$ cat config.mk
export PLATFORM = sky130hd
export DESIGN_NAME = binary_to_decimal_ascii_core
export DESIGN_NICKNAME = d
export VERILOG_FILES = /design/src/rtl/core/b2da_pkg.sv /design/src/rtl/core/binary_to_decimal_ascii_core.sv
export SDC_FILE = /design/constraint.sdc
export NUM_CORES = 1
export LEC_CHECK = 0
export ABC_AREA = 1
export ABC_CLOCK_PERIOD_IN_PS = 7260
export BUFFER_PORTS_ARGS = -buffer_cell sky130_fd_sc_hd__buf_2
export CAP_MARGIN = 5
export CORE_MARGIN = 10
export CORE_UTILIZATION = 40
export CTS_CLUSTER_SIZE = 25
export DETAILED_ROUTE_END_ITERATION = 16
export SLEW_MARGIN = 20
export SYNTH_ARGS = -nofsm -noshare
export SYNTH_HDL_FRONTEND = slang
export SYNTH_SLANG_ARGS = --single-unit
$ cat constraint.sdc
create_clock -name clk_i -period 7.26 [get_ports clk_i]
set_clock_uncertainty 0.2 [all_clocks]
set_input_delay 1.452 -clock clk_i [delete_from_list [all_inputs] [get_ports clk_i]]
set_output_delay 1.452 -clock clk_i [all_outputs]
set_load 0.02 [all_outputs]
$ cat src/rtl/core/b2da_pkg.sv
// Package for the binary to decimal ASCII core.
// Holds the sequencer state type, format codes and ASCII constants.
// No dependencies.
package b2da_pkg;

  localparam int unsigned ValueW   = 64;
  localparam int unsigned NumDigits = 20;
  localparam int unsigned BcdW     = 4 * NumDigits;

  localparam logic [1:0] FMT_S32 = 2'd0;
  localparam logic [1:0] FMT_U32 = 2'd1;

  localparam logic [7:0] ASCII_ZERO  = 8'h30;
  localparam logic [7:0] ASCII_MINUS = 8'h2D;

  typedef enum logic [2:0] {
    ST_IDLE,
    ST_CONV,
    ST_SKIP,
    ST_SIGN,
    ST_EMIT
  } b2da_state_e;

endpackage

$ cat src/rtl/core/binary_to_decimal_ascii_core.sv
// Binary to decimal ASCII converter, top level and only module.
// Depends on b2da_pkg (state type, format codes, ASCII constants).
//
// A value is taken when start_i is high and busy_o is low. The core then
// runs a bit-serial shift-and-add-3 conversion over all 64 input bits, one
// bit per cycle, drops leading zero digits one per cycle, and sends the text
// one character per cycle, most significant first, with char_valid_o high
// for each beat and last_char_o on the final one. An optional minus sign
// leads. The receiver cannot stall: every beat must be taken as it comes.
// busy_o stays high from acceptance until the last character has been sent.
module binary_to_decimal_ascii_core (
  input  logic                          clk_i,
  input  logic                          rst_ni,
  input  logic                          start_i,
  output logic                          busy_o,
  input  logic [1:0]                    req_type_i,
  input  logic [b2da_pkg::ValueW-1:0]   value_i,
  output logic                          char_valid_o,
  output logic [7:0]                    char_code_o,
  output logic                          last_char_o
);
  import b2da_pkg::*;

  localparam int unsigned BitCntW = $clog2(ValueW);
  localparam int unsigned DigCntW = $clog2(NumDigits + 1);

  b2da_state_e        state_q, state_d;
  logic [ValueW-1:0]  bin_q, bin_d;
  logic [BcdW-1:0]    bcd_q, bcd_d;
  logic [BcdW-1:0]    bcd_adj;
  logic [BitCntW-1:0] bit_q, bit_d;
  logic [DigCntW-1:0] dig_q, dig_d;
  logic               neg_q, neg_d;
  logic [3:0]         top_digit;
  logic [31:0]        low_word;
  logic               accept;

  assign accept    = start_i && (state_q == ST_IDLE);
  assign low_word  = value_i[31:0];
  assign top_digit = bcd_q[BcdW-1 -: 4];

  // add 3 to every digit of 5 or more before the shift
  always_comb begin
    for (int i = 0; i < NumDigits; i++) begin
      if (bcd_q[4*i +: 4] >= 4'd5) begin
        bcd_adj[4*i +: 4] = bcd_q[4*i +: 4] + 4'd3;
      end else begin
        bcd_adj[4*i +: 4] = bcd_q[4*i +: 4];
      end
    end
  end

  // next state
  always_comb begin
    state_d = state_q;
    case (state_q)
      ST_IDLE: begin
        if (accept) state_d = ST_CONV;
      end
      ST_CONV: begin
        if (bit_q == BitCntW'(ValueW - 1)) state_d = ST_SKIP;
      end
      ST_SKIP: begin
        if (!(top_digit == 4'd0 && dig_q > DigCntW'(1))) begin
          state_d = neg_q ? ST_SIGN : ST_EMIT;
        end
      end
      ST_SIGN: state_d = ST_EMIT;
      ST_EMIT: begin
        if (dig_q == DigCntW'(1)) state_d = ST_IDLE;
      end
      default: state_d = ST_IDLE;
    endcase
  end

  // datapath next values
  always_comb begin
    bin_d = bin_q;
    bcd_d = bcd_q;
    bit_d = bit_q;
    dig_d = dig_q;
    neg_d = neg_q;
    case (state_q)
      ST_IDLE: begin
        if (accept) begin
          bcd_d = '0;
          bit_d = '0;
          dig_d = DigCntW'(NumDigits);
          neg_d = 1'b0;
          if (req_type_i == FMT_S32) begin
            if (low_word[31]) begin
              neg_d = 1'b1;
              bin_d = {32'd0, 32'd0 - low_word};
            end else begin
              bin_d = {32'd0, low_word};
            end
          end else if (req_type_i == FMT_U32) begin
            bin_d = {32'd0, low_word};
          end else begin
            bin_d = value_i;
          end
        end
      end
      ST_CONV: begin
        bcd_d = {bcd_adj[BcdW-2:0], bin_q[ValueW-1]};
        bin_d = {bin_q[ValueW-2:0], 1'b0};
        bit_d = bit_q + BitCntW'(1);
      end
      ST_SKIP: begin
        if (top_digit == 4'd0 && dig_q > DigCntW'(1)) begin
          bcd_d = {bcd_q[BcdW-5:0], 4'd0};
          dig_d = dig_q - DigCntW'(1);
        end
      end
      ST_EMIT: begin
        bcd_d = {bcd_q[BcdW-5:0], 4'd0};
        dig_d = dig_q - DigCntW'(1);
      end
      default: ;
    endcase
  end

  // outputs
  always_comb begin
    busy_o       = (state_q != ST_IDLE);
    char_valid_o = 1'b0;
    char_code_o  = ASCII_ZERO;
    last_char_o  = 1'b0;
    case (state_q)
      ST_SIGN: begin
        char_valid_o = 1'b1;
        char_code_o  = ASCII_MINUS;
      end
      ST_EMIT: begin
        char_valid_o = 1'b1;
        char_code_o  = ASCII_ZERO + {4'd0, top_digit};
        last_char_o  = (dig_q == DigCntW'(1));
      end
      default: ;
    endcase
  end

  always_ff @(posedge clk_i or negedge rst_ni) begin
    if (!rst_ni) begin
      state_q <= ST_IDLE;
      bit_q   <= '0;
      dig_q   <= '0;
      neg_q   <= 1'b0;
    end else begin
      state_q <= state_d;
      bit_q   <= bit_d;
      dig_q   <= dig_d;
      neg_q   <= neg_d;
    end
  end

  always_ff @(posedge clk_i) begin
    bin_q <= bin_d;
    bcd_q <= bcd_d;
  end

`ifndef SYNTHESIS
  a_strobe_busy: assert property (@(posedge clk_i) disable iff (!rst_ni)
    char_valid_o |-> busy_o)
    else $error("character beat while idle");

  a_last_strobe: assert property (@(posedge clk_i) disable iff (!rst_ni)
    last_char_o |-> char_valid_o)
    else $error("last flag without a beat");

  a_start_conv: assert property (@(posedge clk_i) disable iff (!rst_ni)
    (start_i && !busy_o) |=> (state_q == ST_CONV && bit_q == '0))
    else $error("conversion did not start");

  a_emit_digits: assert property (@(posedge clk_i) disable iff (!rst_ni)
    (state_q == ST_EMIT || state_q == ST_SIGN) |-> (dig_q != '0))
    else $error("digit count ran out while emitting");

  a_last_done: assert property (@(posedge clk_i) disable iff (!rst_ni)
    (char_valid_o && last_char_o) |=> !busy_o)
    else $error("still busy after last beat");
`endif

endmodule
==> implementation parameters, run 1 <==
Parameter                              Value

Global route
  Number of global-route vias before repair ... 7562
  Antenna violations before repair ... 0
  GRT Total Usage ... 13.4%
  Global-route met2 utilization ... 21.2%
  Largest net degree at the start of global routing ... 122
  GRT overflow ... 0
  Fraction of met3 tracks used by global routing ... 2.90%
  Met1 usage ... 18.0%
  First-pass GRT wire length ... 35000 um
  Gr busiest metal ... met2

Place
  Buffers on Ports ... 76
  DP HPWL ... 13700 um
  Weighted congestion reported at the end of routability-driven placement ... 0.809
  DP Worst Slack ... 3.76 ns
  Dpl cell area ... 10300 um^2

STA
  Setup repair after global routing missed its margin ... no
  Minimum clock period after layout ... 3.46 ns
  Max Transition Viols Final ... 0
  Achievable Freq ... 0.289 GHz
  Setup violators final ... 0
  Slew at the pin closest to its max-slew limit ... 1.08 ns
  PnR worst setup slack ... 3.80 ns
  Min Hold Slack ... 0.323 ns
  Final period util ... 47.7%
  Number of failing hold endpoints at the final stage ... 0
  Worst relative slew slack ... 28.3%
  Setup TNS after final layout ... 0 ns

Floorplanning
  CORE AREA ... 23600 um^2
  Die width ... 176 um
  Die Footprint ... 30800 um^2
  Starting density of the core ... 41.0%
  Core Rows ... 56
  DIE HEIGHT ... 176 um
  Top-level I/O count ... 80

Critical path
  Worst Setup Path Type ... reg -> out
  Required time of the worst setup path ... 5.61 ns
  Arrival time at the worst endpoint ... 1.81 ns
  Dominant cell type by count on the critical path ... sky130_fd_sc_hd__inv_1
  Largest driver fanout on the critical path ... 6
  Library cell contributing the largest single delay on the critical path ... sky130_fd_sc_hd__dfrtp_1
  Endpoint kind of the worst setup timing path ... output port
  Family of cells with the greatest summed delay on the critical path ... buffers and inverters
  Cell Chain, Critical Path ... inv_1 -> nand2_1 -> nor2_2 -> inv_1 -> o21ai_0 -> buf_2
  Slowest Stage Delay on Critical Path ... 0.40 ns
  Crit path buf inv count ... 3
  CP startpoint kind ... flip-flop

Synth
  Number of instances in the synthesized netlist ... 1154
  Top-area cell type share of the netlist area ... 44.7%
  Count of flip-flops with a built-in enable after synthesis ... 144
  Library cell with the largest summed area after synthesis ... sky130_fd_sc_hd__edfxtp_1
  Cell area after synthesis ... 9680 um^2
  Count of distinct cell types in the synthesized netlist ... 33
  Number of warnings printed during yosys synthesis ... 0
  Main area contributors after synthesis ... sky130_fd_sc_hd__edfxtp_1 45%, sky130_fd_sc_hd__nand2_1 9.5%, sky130_fd_sc_hd__o21ai_0 8.9%
  Prevailing post-synth register cell ... sky130_fd_sc_hd__edfxtp_1
  Fraction of registers with async set/reset ... 9.43%
  Sequential cell area fraction in the yosys report ... 48.6%
  Mapped Avg Cell Area ... 8.39 um^2
  Total of flip-flops plus latches after synthesis ... 159

Clocking
  Number of post-CTS setup repair buffers ... 0
  CTS tree ... yes
  Clock-pin slew reported for the worst setup and hold paths after clock tree synthesis ... 0.08 ns
  Post-cts resize count ... 0
  Clock insertion delay at the later pin of the skew report ... 0.43 ns
  Clock tree sinks ... 159
  Cts-stage hold buffer count ... 0
  Number of CTS-inserted buffers ... 17
  Depth of the CTS H-tree ... 4
  Maximum buffer depth of the clock tree ... 2
  Root Buffer ... sky130_fd_sc_hd__clkbuf_16

Layout
  Commonest cells after routing, fill and taps aside ... 244 x sky130_fd_sc_hd__nand2_1, 172 x sky130_fd_sc_hd__o21ai_0, 146 x sky130_fd_sc_hd__inv_1
  Proportion of layout cells with a drive suffix above 1 ... 11.1%
  Final std cell area, no fill ... 10900 um^2
  Register area ... 4700 um^2
  Final core area utilization ... 46.3%
  Antenna diode count ... 0
  Total area of multi-input combinational cells ... 4220 um^2
  Number of fillers in the final layout ... 2324
  Commonest non-fill, non-tap cell in the layout ... sky130_fd_sc_hd__nand2_1
  Signed area change from the synthesized netlist to the final layout ... 12.9%
  Nets ... 1329

Min path
  Class of the worst hold path ... reg -> reg

Routing
  Via density per instance ... 4.99
  Average wire per cell in the routed design ... 13.2 um
  Count of antenna-violating nets left after detailed routing ... 0
  Number of DRC markers after the initial detailed-route iteration ... 535
  Drt drc ... 0
  Count of TritonRoute iterations in the first routing pass ... 5
  Post-detailed-routing wire length ... 20400 um
  Via total after detailed routing ... 7717

Status
  Outcome ... finished clean

Pwr
  Worst vdd ir ... 225 uV
  Leakage component of the power ... 4.87 nW
  Cell area power density ... 453 nW/um^2

Job
  Reported max-cap violation count ... 0
-- through the flow --
stage	instances	power (mW)
floorplan	1155	3.59
global placement	1515	4.02
detailed placement	1515	4.06
CTS	1547	5.00
global route	1547	5.44
finish	1547	4.95
-- kinds of logic after synthesis --
| family | share of synthesized area (%) |
|---|---|
| AND/OR/NAND/NOR | 19.8 |
| AO/OA/AOI/OAI | 15.4 |
| buffers and inverters | 8.00 |
| flip-flops | 48.6 |
| adder cells (fa/ha/maj) | 5.82 |
| XOR/XNOR | 2.35 |
| other | 0.0776 |
-- cells in the mapped netlist, types with 4 or more instances --
cell                       instances
sky130_fd_sc_hd__buf_2            20
sky130_fd_sc_hd__nand3_1          58
sky130_fd_sc_hd__edfxtp_1        144
sky130_fd_sc_hd__o21ai_1           9
sky130_fd_sc_hd__inv_2             4
sky130_fd_sc_hd__ha_1             45
sky130_fd_sc_hd__xnor2_1           4
sky130_fd_sc_hd__inv_1           146
sky130_fd_sc_hd__nor2_2            4
sky130_fd_sc_hd__o32ai_1          31
sky130_fd_sc_hd__nand2_2           6
sky130_fd_sc_hd__nand2_1         245
sky130_fd_sc_hd__nand4_1           5
sky130_fd_sc_hd__dfrtp_1          15
sky130_fd_sc_hd__nand3b_1          4
sky130_fd_sc_hd__nor2_1          129
sky130_fd_sc_hd__xor2_1           22
sky130_fd_sc_hd__clkbuf_1         12
sky130_fd_sc_hd__o21ai_0         172
sky130_fd_sc_hd__a21oi_1          53
-- registers in the layout, summed over array words and instances (netlist names) --
| name | flops |
|---|---|
| state_q | 3 |
| neg_q | 1 |
| dig_q | 5 |
| bin_q | 64 |
| bcd_q | 80 |
| bit_q | 6 |
-- path summary, 6_finish.rpt --
| path | start | endpoint | slack [ns] | cells past startpoint |
|---|---|---|---|---|
| max in group asynchronous | rst_ni | dig_q[3] | 5.87 | 1 |
| max | state_q[0] | char_code_o[0] | 3.80 | 6 |
| min | bit_q[0] | bit_q[0] | 0.32 | 1 |
| max reg2reg | state_q[2] | bcd_q[11] | 4.08 | 5 |
| min reg2reg | bit_q[0] | bit_q[0] | 0.32 | 1 |
| min in group asynchronous | rst_ni | dig_q[0] | 0.72 | 1 |
-- power breakdown --
group | total (mW) | switching, mW | internal, mW
logic | 1.99 | 1.28 | 0.713
registers | 2.04 | 0.267 | 1.78
clock network | 0.918 | 0.448 | 0.471
total | 4.95 | 1.99 | 2.96
-- worst register-to-register path, cell delays in order (launching register included) --
cell and delay (ns):
sky130_fd_sc_hd__dfrtp_1 0.43, sky130_fd_sc_hd__nor3_4 0.20, sky130_fd_sc_hd__buf_6 0.61, sky130_fd_sc_hd__o21ai_0 0.33
sky130_fd_sc_hd__nor2_4 0.15, sky130_fd_sc_hd__buf_4 0.77
-- layer usage --
metal / routed length, um / up-vias
li1: - / 4015
met1: 9960 / 3552
met2: 9410 / 137
met3: 832 / 13
met4: 152 / 0
met5: 0 / -
-- final cells by class --
type | count | area share (%)
sequential | 159 | 43.0
clock buffer | 17 | 3.89
inverter | 150 | 5.15
timing repair buffer | 81 | 3.89
tap | 319 | 3.65
clock inverter | 15 | 1.79
multi-input combinational | 806 | 38.6
(Power assumes the default switching activity.)
==> run 2: changes to the inputs <==
- ABC_AREA: 1 -> 0
- ABC_CLOCK_PERIOD_IN_PS: 7260 -> 3530
- clock period: 7.26 -> 3.53 ns (I/O delays scaled with it)
==> run 2 against run 1 <==
Against the previous run: final cell count shrank 12%; synthesized cell count shrank 15%; global-route usage shrank 0.67 points; clock power grew 98%; combinational power grew 13%; wire length shrank 6.6%; core utilization grew 0.56 points; via count shrank 9.8%; clock-buffer cell count is the same; die area shrank 2.9%; critical path depth grew 2; critical endpoint is now bcd_q[37]; largest cell class unchanged.
==> implementation parameters, run 2 <==
Parameter                              Value

Status
  Outcome ... finished clean

Routing
  Drt drc ... 0 (unchanged)
  Average wire per cell in the routed design ... 13.9 um (+6.0%)
  Post-detailed-routing wire length ... 19000 um (-6.6%)
  Count of TritonRoute iterations in the first routing pass ... 6 (+1)
  Number of DRC markers after the initial detailed-route iteration ... 463 (-13%)
  Count of antenna-violating nets left after detailed routing ... 0 (unchanged)
  Via density per instance ... 5.10 (+2.3%)
  Via total after detailed routing ... 6960 (-9.8%)

Job
  Reported max-cap violation count ... 0 (unchanged)

Critical path
  Library cell contributing the largest single delay on the critical path ... sky130_fd_sc_hd__edfxtp_1
  Flop-to-flop setup slack ... 0.80 ns (-3.28 ns)
  Required time of the worst setup path ... 3.45 ns (-2.16 ns)
  CP startpoint kind ... flip-flop
  Cell Chain, Critical Path ... inv_1 -> ha_1 -> nor3b_1 -> o211ai_1 -> a21oi_1 -> nand2_1 -> nand2_4 -> buf_12
  Endpoint kind of the worst setup timing path ... flip-flop
  Worst Setup Path Type ... reg -> reg
  Largest driver fanout on the critical path ... 33 (+27)
  Arrival time at the worst endpoint ... 2.65 ns (+0.84 ns)
  Slowest Stage Delay on Critical Path ... 0.43 ns (+0.03 ns)

Layout
  Commonest non-fill, non-tap cell in the layout ... sky130_fd_sc_hd__nand2_1
  Largest registers ... bcd_q (80), bin_q (64), bit_q (6)
  Signed area change from the synthesized netlist to the final layout ... 14.4%
  Commonest cells after routing, fill and taps aside ... 182 x sky130_fd_sc_hd__nand2_1, 150 x sky130_fd_sc_hd__o21ai_0, 144 x sky130_fd_sc_hd__edfxtp_1
  Flip-flop count of the largest register, all copies and words added ... 80 (unchanged)
  Proportion of layout cells with a drive suffix above 1 ... 12.4% (+1.3 points)
  Nets ... 1152 (-13%)
  Largest reg by FF count ... bcd_q
  Antenna diode count ... 0 (unchanged)

Clocking
  Depth of the CTS H-tree ... 4 (unchanged)
  Clock-pin slew reported for the worst setup and hold paths after clock tree synthesis ... 0.07 ns (about the same)
  Number of CTS-inserted buffers ... 17 (unchanged)
  Number of post-CTS setup repair buffers ... 0 (unchanged)
  CTS tree ... yes
  Clock insertion delay at the later pin of the skew report ... 0.42 ns (about the same)
  Clock tree sinks ... 159 (unchanged)
  Root Buffer ... sky130_fd_sc_hd__clkbuf_16
  Maximum buffer depth of the clock tree ... 2 (unchanged)
  Cts-stage hold buffer count ... 1 (+1)
  Post-cts resize count ... 0 (unchanged)

Floorplanning
  Core Rows ... 55 (-1.8%)
  Top-level I/O count ... 80 (unchanged)
  DIE HEIGHT ... 173 um (-1.5%)
  Starting density of the core ... 40.9% (about the same)
  Die width ... 173 um (-1.5%)
  Die Footprint ... 29900 um^2 (-2.9%)
  CORE AREA ... 22800 um^2 (-3.2%)

Synth
  Synth top cells by count ... 184 x sky130_fd_sc_hd__nand2_1, 150 x sky130_fd_sc_hd__o21ai_0, 144 x sky130_fd_sc_hd__edfxtp_1
  Number of instances in the synthesized netlist ... 977 (-15%)
  Dominant cell by count in the synthesized netlist ... sky130_fd_sc_hd__nand2_1
  Fraction of registers with async set/reset ... 9.43% (unchanged)
  Top-area cell type share of the netlist area ... 46.2% (+1.5 points)
  Count of flip-flops with a built-in enable after synthesis ... 144 (unchanged)
  Cell area after synthesis ... 9360 um^2 (-3.3%)
  Mapped Avg Cell Area ... 9.58 um^2 (+14%)
  Count of distinct cell types in the synthesized netlist ... 49 (+48%)
  Total of flip-flops plus latches after synthesis ... 159 (unchanged)
  Number of warnings printed during yosys synthesis ... 0 (unchanged)
  Library cell with the largest summed area after synthesis ... sky130_fd_sc_hd__edfxtp_1
  Sequential cell area fraction in the yosys report ... 50.2% (+1.7 points)
  Prevailing post-synth register cell ... sky130_fd_sc_hd__edfxtp_1
  Main area contributors after synthesis ... sky130_fd_sc_hd__edfxtp_1 46%, sky130_fd_sc_hd__o21ai_0 8.0%, sky130_fd_sc_hd__nand2_1 7.4%

STA
  Max Transition Viols Final ... 0 (unchanged)
  Slew at the pin closest to its max-slew limit ... 0.845 ns (-0.231 ns)
  Setup violators final ... 0 (unchanged)
  Achievable Freq ... 0.366 GHz
  Final period util ... 77.5%
  PnR worst setup slack ... 0.795 ns (-3.00 ns)
  Number of failing hold endpoints at the final stage ... 0 (unchanged)
  Setup repair after global routing missed its margin ... no
  Worst relative slew slack ... 43.6% (+15 points)
  Minimum clock period after layout ... 2.73 ns
  Setup TNS after final layout ... 0 ns (unchanged)

Place
  Buffers on Ports ... 76 (unchanged)
  DP Worst Slack ... 0.547 ns (-3.21 ns)
  DP HPWL ... 12800 um (-6.9%)
  Weighted congestion reported at the end of routability-driven placement ... 0.750 (-7.3%)

Global route
  GRT Total Usage ... 12.7% (-0.67 points)
  Antenna violations before repair ... 0 (unchanged)
  Largest net degree at the start of global routing ... 78 (-36%)
  Number of global-route vias before repair ... 6830 (-9.7%)
  GRT overflow ... 0 (unchanged)
  First-pass GRT wire length ... 32800 um (-6.4%)

Min path
  Class of the worst hold path ... reg -> reg

Pwr
  Leakage component of the power ... 4.24 nW (-13%)
  Worst vdd ir ... 400 uV (+78%)
  Cell area power density ... 703 nW/um^2 (+55%)
[run 2: cell count changes after synthesis, moves of 16 or more]
cell	previous run	this run
sky130_fd_sc_hd__a21oi_1	53	74
sky130_fd_sc_hd__inv_1	146	52
sky130_fd_sc_hd__buf_2	20	4
sky130_fd_sc_hd__o21ai_0	172	150
sky130_fd_sc_hd__o31ai_1	0	20
sky130_fd_sc_hd__nor3b_1	1	28
sky130_fd_sc_hd__nand3_1	58	2
sky130_fd_sc_hd__nor2_1	129	43
sky130_fd_sc_hd__nand2_1	245	184
sky130_fd_sc_hd__clkbuf_1	12	36
sky130_fd_sc_hd__o32ai_1	31	0
sky130_fd_sc_hd__nand2b_1	0	22
sky130_fd_sc_hd__xnor2_1	4	48
[run 2: per-layer routing]
layer	global-route usage (%)	share of wire, %	vias to the layer above
met5	0	0	-
met4	3.16	0.94	0
met3	3.72	5.2	16
met2	19.7	45	139
met1	17.2	49	3225
li1	-	-	3580
[run 2: area by class of cell]
type	count	area [um^2]
Multi-Input combinational cell	720	4290
Tap cell	313	392
Sequential cell	159	4700
Inverter	52	195
Clock inverter	15	146
Timing Repair Buffer	88	548
Fill cell	2242	12100
Clock buffer	17	425
[run 2: kinds of logic after synthesis]
family	after synthesis	synth area share, %
compound gates	286	17.0
xor+xnor	63	5.90
simple gates	321	16.3
mux	2	0.214
flops	159	50.2
fa+ha+maj	45	6.02
other cells	2	0.0803
buf+inv	99	4.19
[run 2: power breakdown]
part / internal, mW / leakage, nW / switching (mW) / total [mW]
registers: 2.91 / 1.81 / 0.545 / 3.46
logic: 1.06 / 2.16 / 1.18 / 2.24
clock network: 0.991 / 0.272 / 0.828 / 1.82
[run 2: metrics by stage]
stage / area [um^2] / cells / hold WS, ns / power, mW / utilization [%]
2_1_floorplan: 9360 / 978 / 0.210 / 5.17 / -
3_3_place_gp: 10100 / 1331 / 0.277 / 5.66 / 44.3
3_5_place_dp: 10100 / 1331 / 0.282 / 5.74 / 44.3
4_1_cts: 10700 / 1364 / 0.291 / 7.58 / 46.8
5_1_grt: 10700 / 1364 / 0.310 / 8.16 / 46.8
6_report: 10700 / 1364 / 0.291 / 7.52 / 46.8
[run 2: critical path, delay by kind of cell (launching register included)]
family	cells	cell delay [ns]
and+or+nand+nor	3	0.71
DFF	1	0.43
AOI/OAI and AO/OA	2	0.51
adders and majority gates	1	0.15
buffers and inverters	2	0.40
[run 2: path summary, 6_finish.rpt]
check / start / to / cells after the start
max: bcd_q[76] / bcd_q[37] / 8
max in group asynchronous: rst_ni / dig_q[0] / 2
min reg2reg: bit_q[5] / bit_q[5] / 1
min: bit_q[5] / bit_q[5] / 1
min in group asynchronous: rst_ni / state_q[0] / 2
max reg2reg: bcd_q[76] / bcd_q[37] / 8
==> run 3: changes to the inputs <==
- ABC_CLOCK_PERIOD_IN_PS: 3530 -> 2700
- clock period: 3.53 -> 2.7 ns (I/O delays scaled with it)
==> run 3 against run 2 <==
Against the previous run: maximum frequency grew 12%; sequential share of layout area shrank 0.74 points; core utilization grew 0.81 points; global-route usage is essentially flat; non-clock buffer count grew 19; power grew 32%; cell area grew 1.7%; sequential cell count is the same.
==> implementation parameters, run 3 (synthesis gave the netlist of run 2 again) <==
Parameter                              Value

Status
  Outcome ... finished clean

Routing
  Post-detailed-routing wire length ... 19000 um (-0.20%)
  Count of antenna-violating nets left after detailed routing ... 0 (unchanged)
  Count of TritonRoute iterations in the first routing pass ... 4 (-2)
  Drt drc ... 0 (unchanged)
  Via density per instance ... 5.11 (about the same)
  Via total after detailed routing ... 7062 (+1.5%)
  Average wire per cell in the routed design ... 13.7 um (-1.6%)
  Number of DRC markers after the initial detailed-route iteration ... 443 (-4.3%)

Critical path
  Worst setup endpoint ... bcd_q[33]
  Total number of cells along the worst setup path ... 8 (unchanged)
  Required time of the worst setup path ... 2.62 ns (-0.83 ns)
  Endpoint of the most critical register-to-register path ... bcd_q[33]
  Largest driver fanout on the critical path ... 29 (-12%)
  Worst Setup Path Type ... reg -> reg
  Crit path buf inv count ... 2 (unchanged)
  Arrival time at the worst endpoint ... 2.36 ns (-0.29 ns)
  Library cell contributing the largest single delay on the critical path ... sky130_fd_sc_hd__edfxtp_1
  Endpoint kind of the worst setup timing path ... flip-flop
  CP startpoint kind ... flip-flop
  Cell Chain, Critical Path ... inv_1 -> ha_1 -> nor3b_1 -> o211ai_1 -> a21oi_2 -> nand2_1 -> nand2_4 -> buf_12
  Family of cells with the greatest summed delay on the critical path ... simple AND/OR/NAND/NOR gates
  Cells on worst reg2reg path ... 8 (unchanged)
  Setup crit start ... bcd_q[76]
  Startpoint of the lowest-slack register-to-register path ... bcd_q[76]
  Slowest Stage Delay on Critical Path ... 0.44 ns (about the same)
  Flop-to-flop setup slack ... 0.26 ns (-0.53 ns)

Pwr
  Cell area power density ... 912 nW/um^2 (+30%)
  Leakage component of the power ... 4.36 nW (+2.6%)
  Worst vdd ir ... 450 uV (+12%)

STA
  Min Hold Slack ... 0.161 ns (-0.130 ns)
  Number of failing hold endpoints at the final stage ... 0 (unchanged)
  Setup violators final ... 0 (unchanged)
  Final period util ... 90.3% (+13 points)
  Max Transition Viols Final ... 0 (unchanged)
  Setup TNS after final layout ... 0 ns (unchanged)
  Setup repair after global routing missed its margin ... no
  Achievable Freq ... 0.410 GHz (+12%)
  Minimum clock period after layout ... 2.44 ns (-0.297 ns)

Layout
  Final core area utilization ... 47.6% (+0.81 points)
  Commonest cells after routing, fill and taps aside ... 182 x sky130_fd_sc_hd__nand2_1, 150 x sky130_fd_sc_hd__o21ai_0, 144 x sky130_fd_sc_hd__edfxtp_1
  Largest registers ... bcd_q (80), bin_q (64), bit_q (6)
  Proportion of layout cells with a drive suffix above 1 ... 14.0% (+1.6 points)
  Filler-free cell count of the finished design ... 1383 (+1.4%)
  Largest reg by FF count ... bcd_q
  Flip-flop count of the largest register, all copies and words added ... 80 (unchanged)
  Commonest non-fill, non-tap cell in the layout ... sky130_fd_sc_hd__nand2_1
  Nets ... 1171 (+1.6%)
  Signed area change from the synthesized netlist to the final layout ... 16.3%
  Antenna diode count ... 0 (unchanged)
  Final std cell area, no fill ... 10900 um^2 (+1.7%)
  Number of fillers in the final layout ... 2212 (-1.3%)

Clocking
  Maximum buffer depth of the clock tree ... 2 (unchanged)
  Root Buffer ... sky130_fd_sc_hd__clkbuf_16
  Clock tree sinks ... 159 (unchanged)
  Number of CTS-inserted buffers ... 17 (unchanged)
  Clock-pin slew reported for the worst setup and hold paths after clock tree synthesis ... 0.07 ns (about the same)
  Clock insertion delay at the later pin of the skew report ... 0.43 ns (about the same)
  CTS tree ... yes
  Depth of the CTS H-tree ... 4 (unchanged)
  Number of post-CTS setup repair buffers ... 0 (unchanged)

Place
  Weighted congestion reported at the end of routability-driven placement ... 0.758 (+1.2%)
  Buffers on Ports ... 76 (unchanged)
  Post-placement cell count ... 1350 (+1.4%)
  DP HPWL ... 13200 um (+3.6%)
  Dpl cell area ... 10300 um^2 (+1.5%)

Floorplanning
  CORE AREA ... 22800 um^2 (unchanged)
  Core Rows ... 55 (unchanged)
  Starting density of the core ... 40.9% (unchanged)
  DIE HEIGHT ... 173 um (unchanged)
  Die width ... 173 um (unchanged)
  Die Footprint ... 29900 um^2 (unchanged)
  Top-level I/O count ... 80 (unchanged)

Global route
  GRT overflow ... 0 (unchanged)
  First-pass GRT wire length ... 32900 um (+0.23%)
  Number of global-route vias before repair ... 6864 (+0.50%)
  GRT Total Usage ... 12.8% (about the same)
  Antenna violations before repair ... 0 (unchanged)
  Largest net degree at the start of global routing ... 61 (-22%)

Job
  Reported max-cap violation count ... 0 (unchanged)

Min path
  Class of the worst hold path ... in -> reg
==> run 3: changes by cell type in the layout (fill, tap and decap cells not counted) <==
cell | previous run | this run
sky130_fd_sc_hd__a21oi_1 | 73 | 72
sky130_fd_sc_hd__buf_4 | 5 | 23
sky130_fd_sc_hd__bufinv_16 | 1 | 2
sky130_fd_sc_hd__buf_12 | 6 | 7
sky130_fd_sc_hd__inv_8 | 1 | 2
sky130_fd_sc_hd__clkinvlp_4 | 3 | 2
sky130_fd_sc_hd__a21oi_2 | 0 | 1
sky130_fd_sc_hd__inv_6 | 7 | 6
==> run 3: area by class of cell <==
class / count / area [um^2] / share of cell area (%)
clock buffers: 17 / 425 / 3.91
repair buffers: 107 / 703 / 6.46
multi-input cells: 720 / 4300 / 39.5
clock inverters: 15 / 171 / 1.58
flip-flops and latches: 159 / 4700 / 43.2
inverters: 52 / 195 / 1.79
well taps: 313 / 392 / 3.60
==> run 3: worst min path at each step <==
stage | startpoint | slack (ns) | endpoint | cells after the start
2_1_floorplan | rst_ni | 0.04 | bit_q[0] | 0
3_3_place_gp | rst_ni | 0.27 | state_q[1] | 1
3_5_place_dp | rst_ni | 0.27 | neg_q | 1
4_1_cts | start_i | 0.14 | dig_q[3] | 2
5_1_grt | start_i | 0.16 | dig_q[3] | 2
6_report | start_i | 0.16 | dig_q[3] | 2
==> run 3: what timing repair did <==
| item | CTS | global route |
|---|---|---|
| hold endpoints to repair | 15 | 0 |
| gates resized for setup | 0 | 1 |
| endpoints found under the setup margin | 0 | 80 |
| hold buffers | 1 | 0 |
==> run 3: metrics by stage <==
step                power (mW)  worst slack (ns)
finish                    9.92             0.263
global route              10.7            0.0938
CTS                       10.0             0.196
detailed placement        7.52          -0.00198
global placement          7.41            0.0390
floorplan                 6.76           -0.0631
==> run 3: where the power goes <==
part / internal (mW) / total, mW / switching (mW) / leakage, nW
Sequential: 3.81 / 4.52 / 0.716 / 1.81
Combinational: 1.40 / 2.93 / 1.53 / 2.26
Clock: 1.39 / 2.47 / 1.07 / 0.287
==> run 3: per-layer routing <==
metal | vias to the layer above | share of wire [%] | track usage (%)
li1 | 3620 | - | -
met1 | 3304 | 50 | 17.0
met2 | 121 | 44 | 19.9
met3 | 17 | 4.9 | 3.66
met4 | 0 | 0.98 | 3.16
met5 | - | 0 | 0
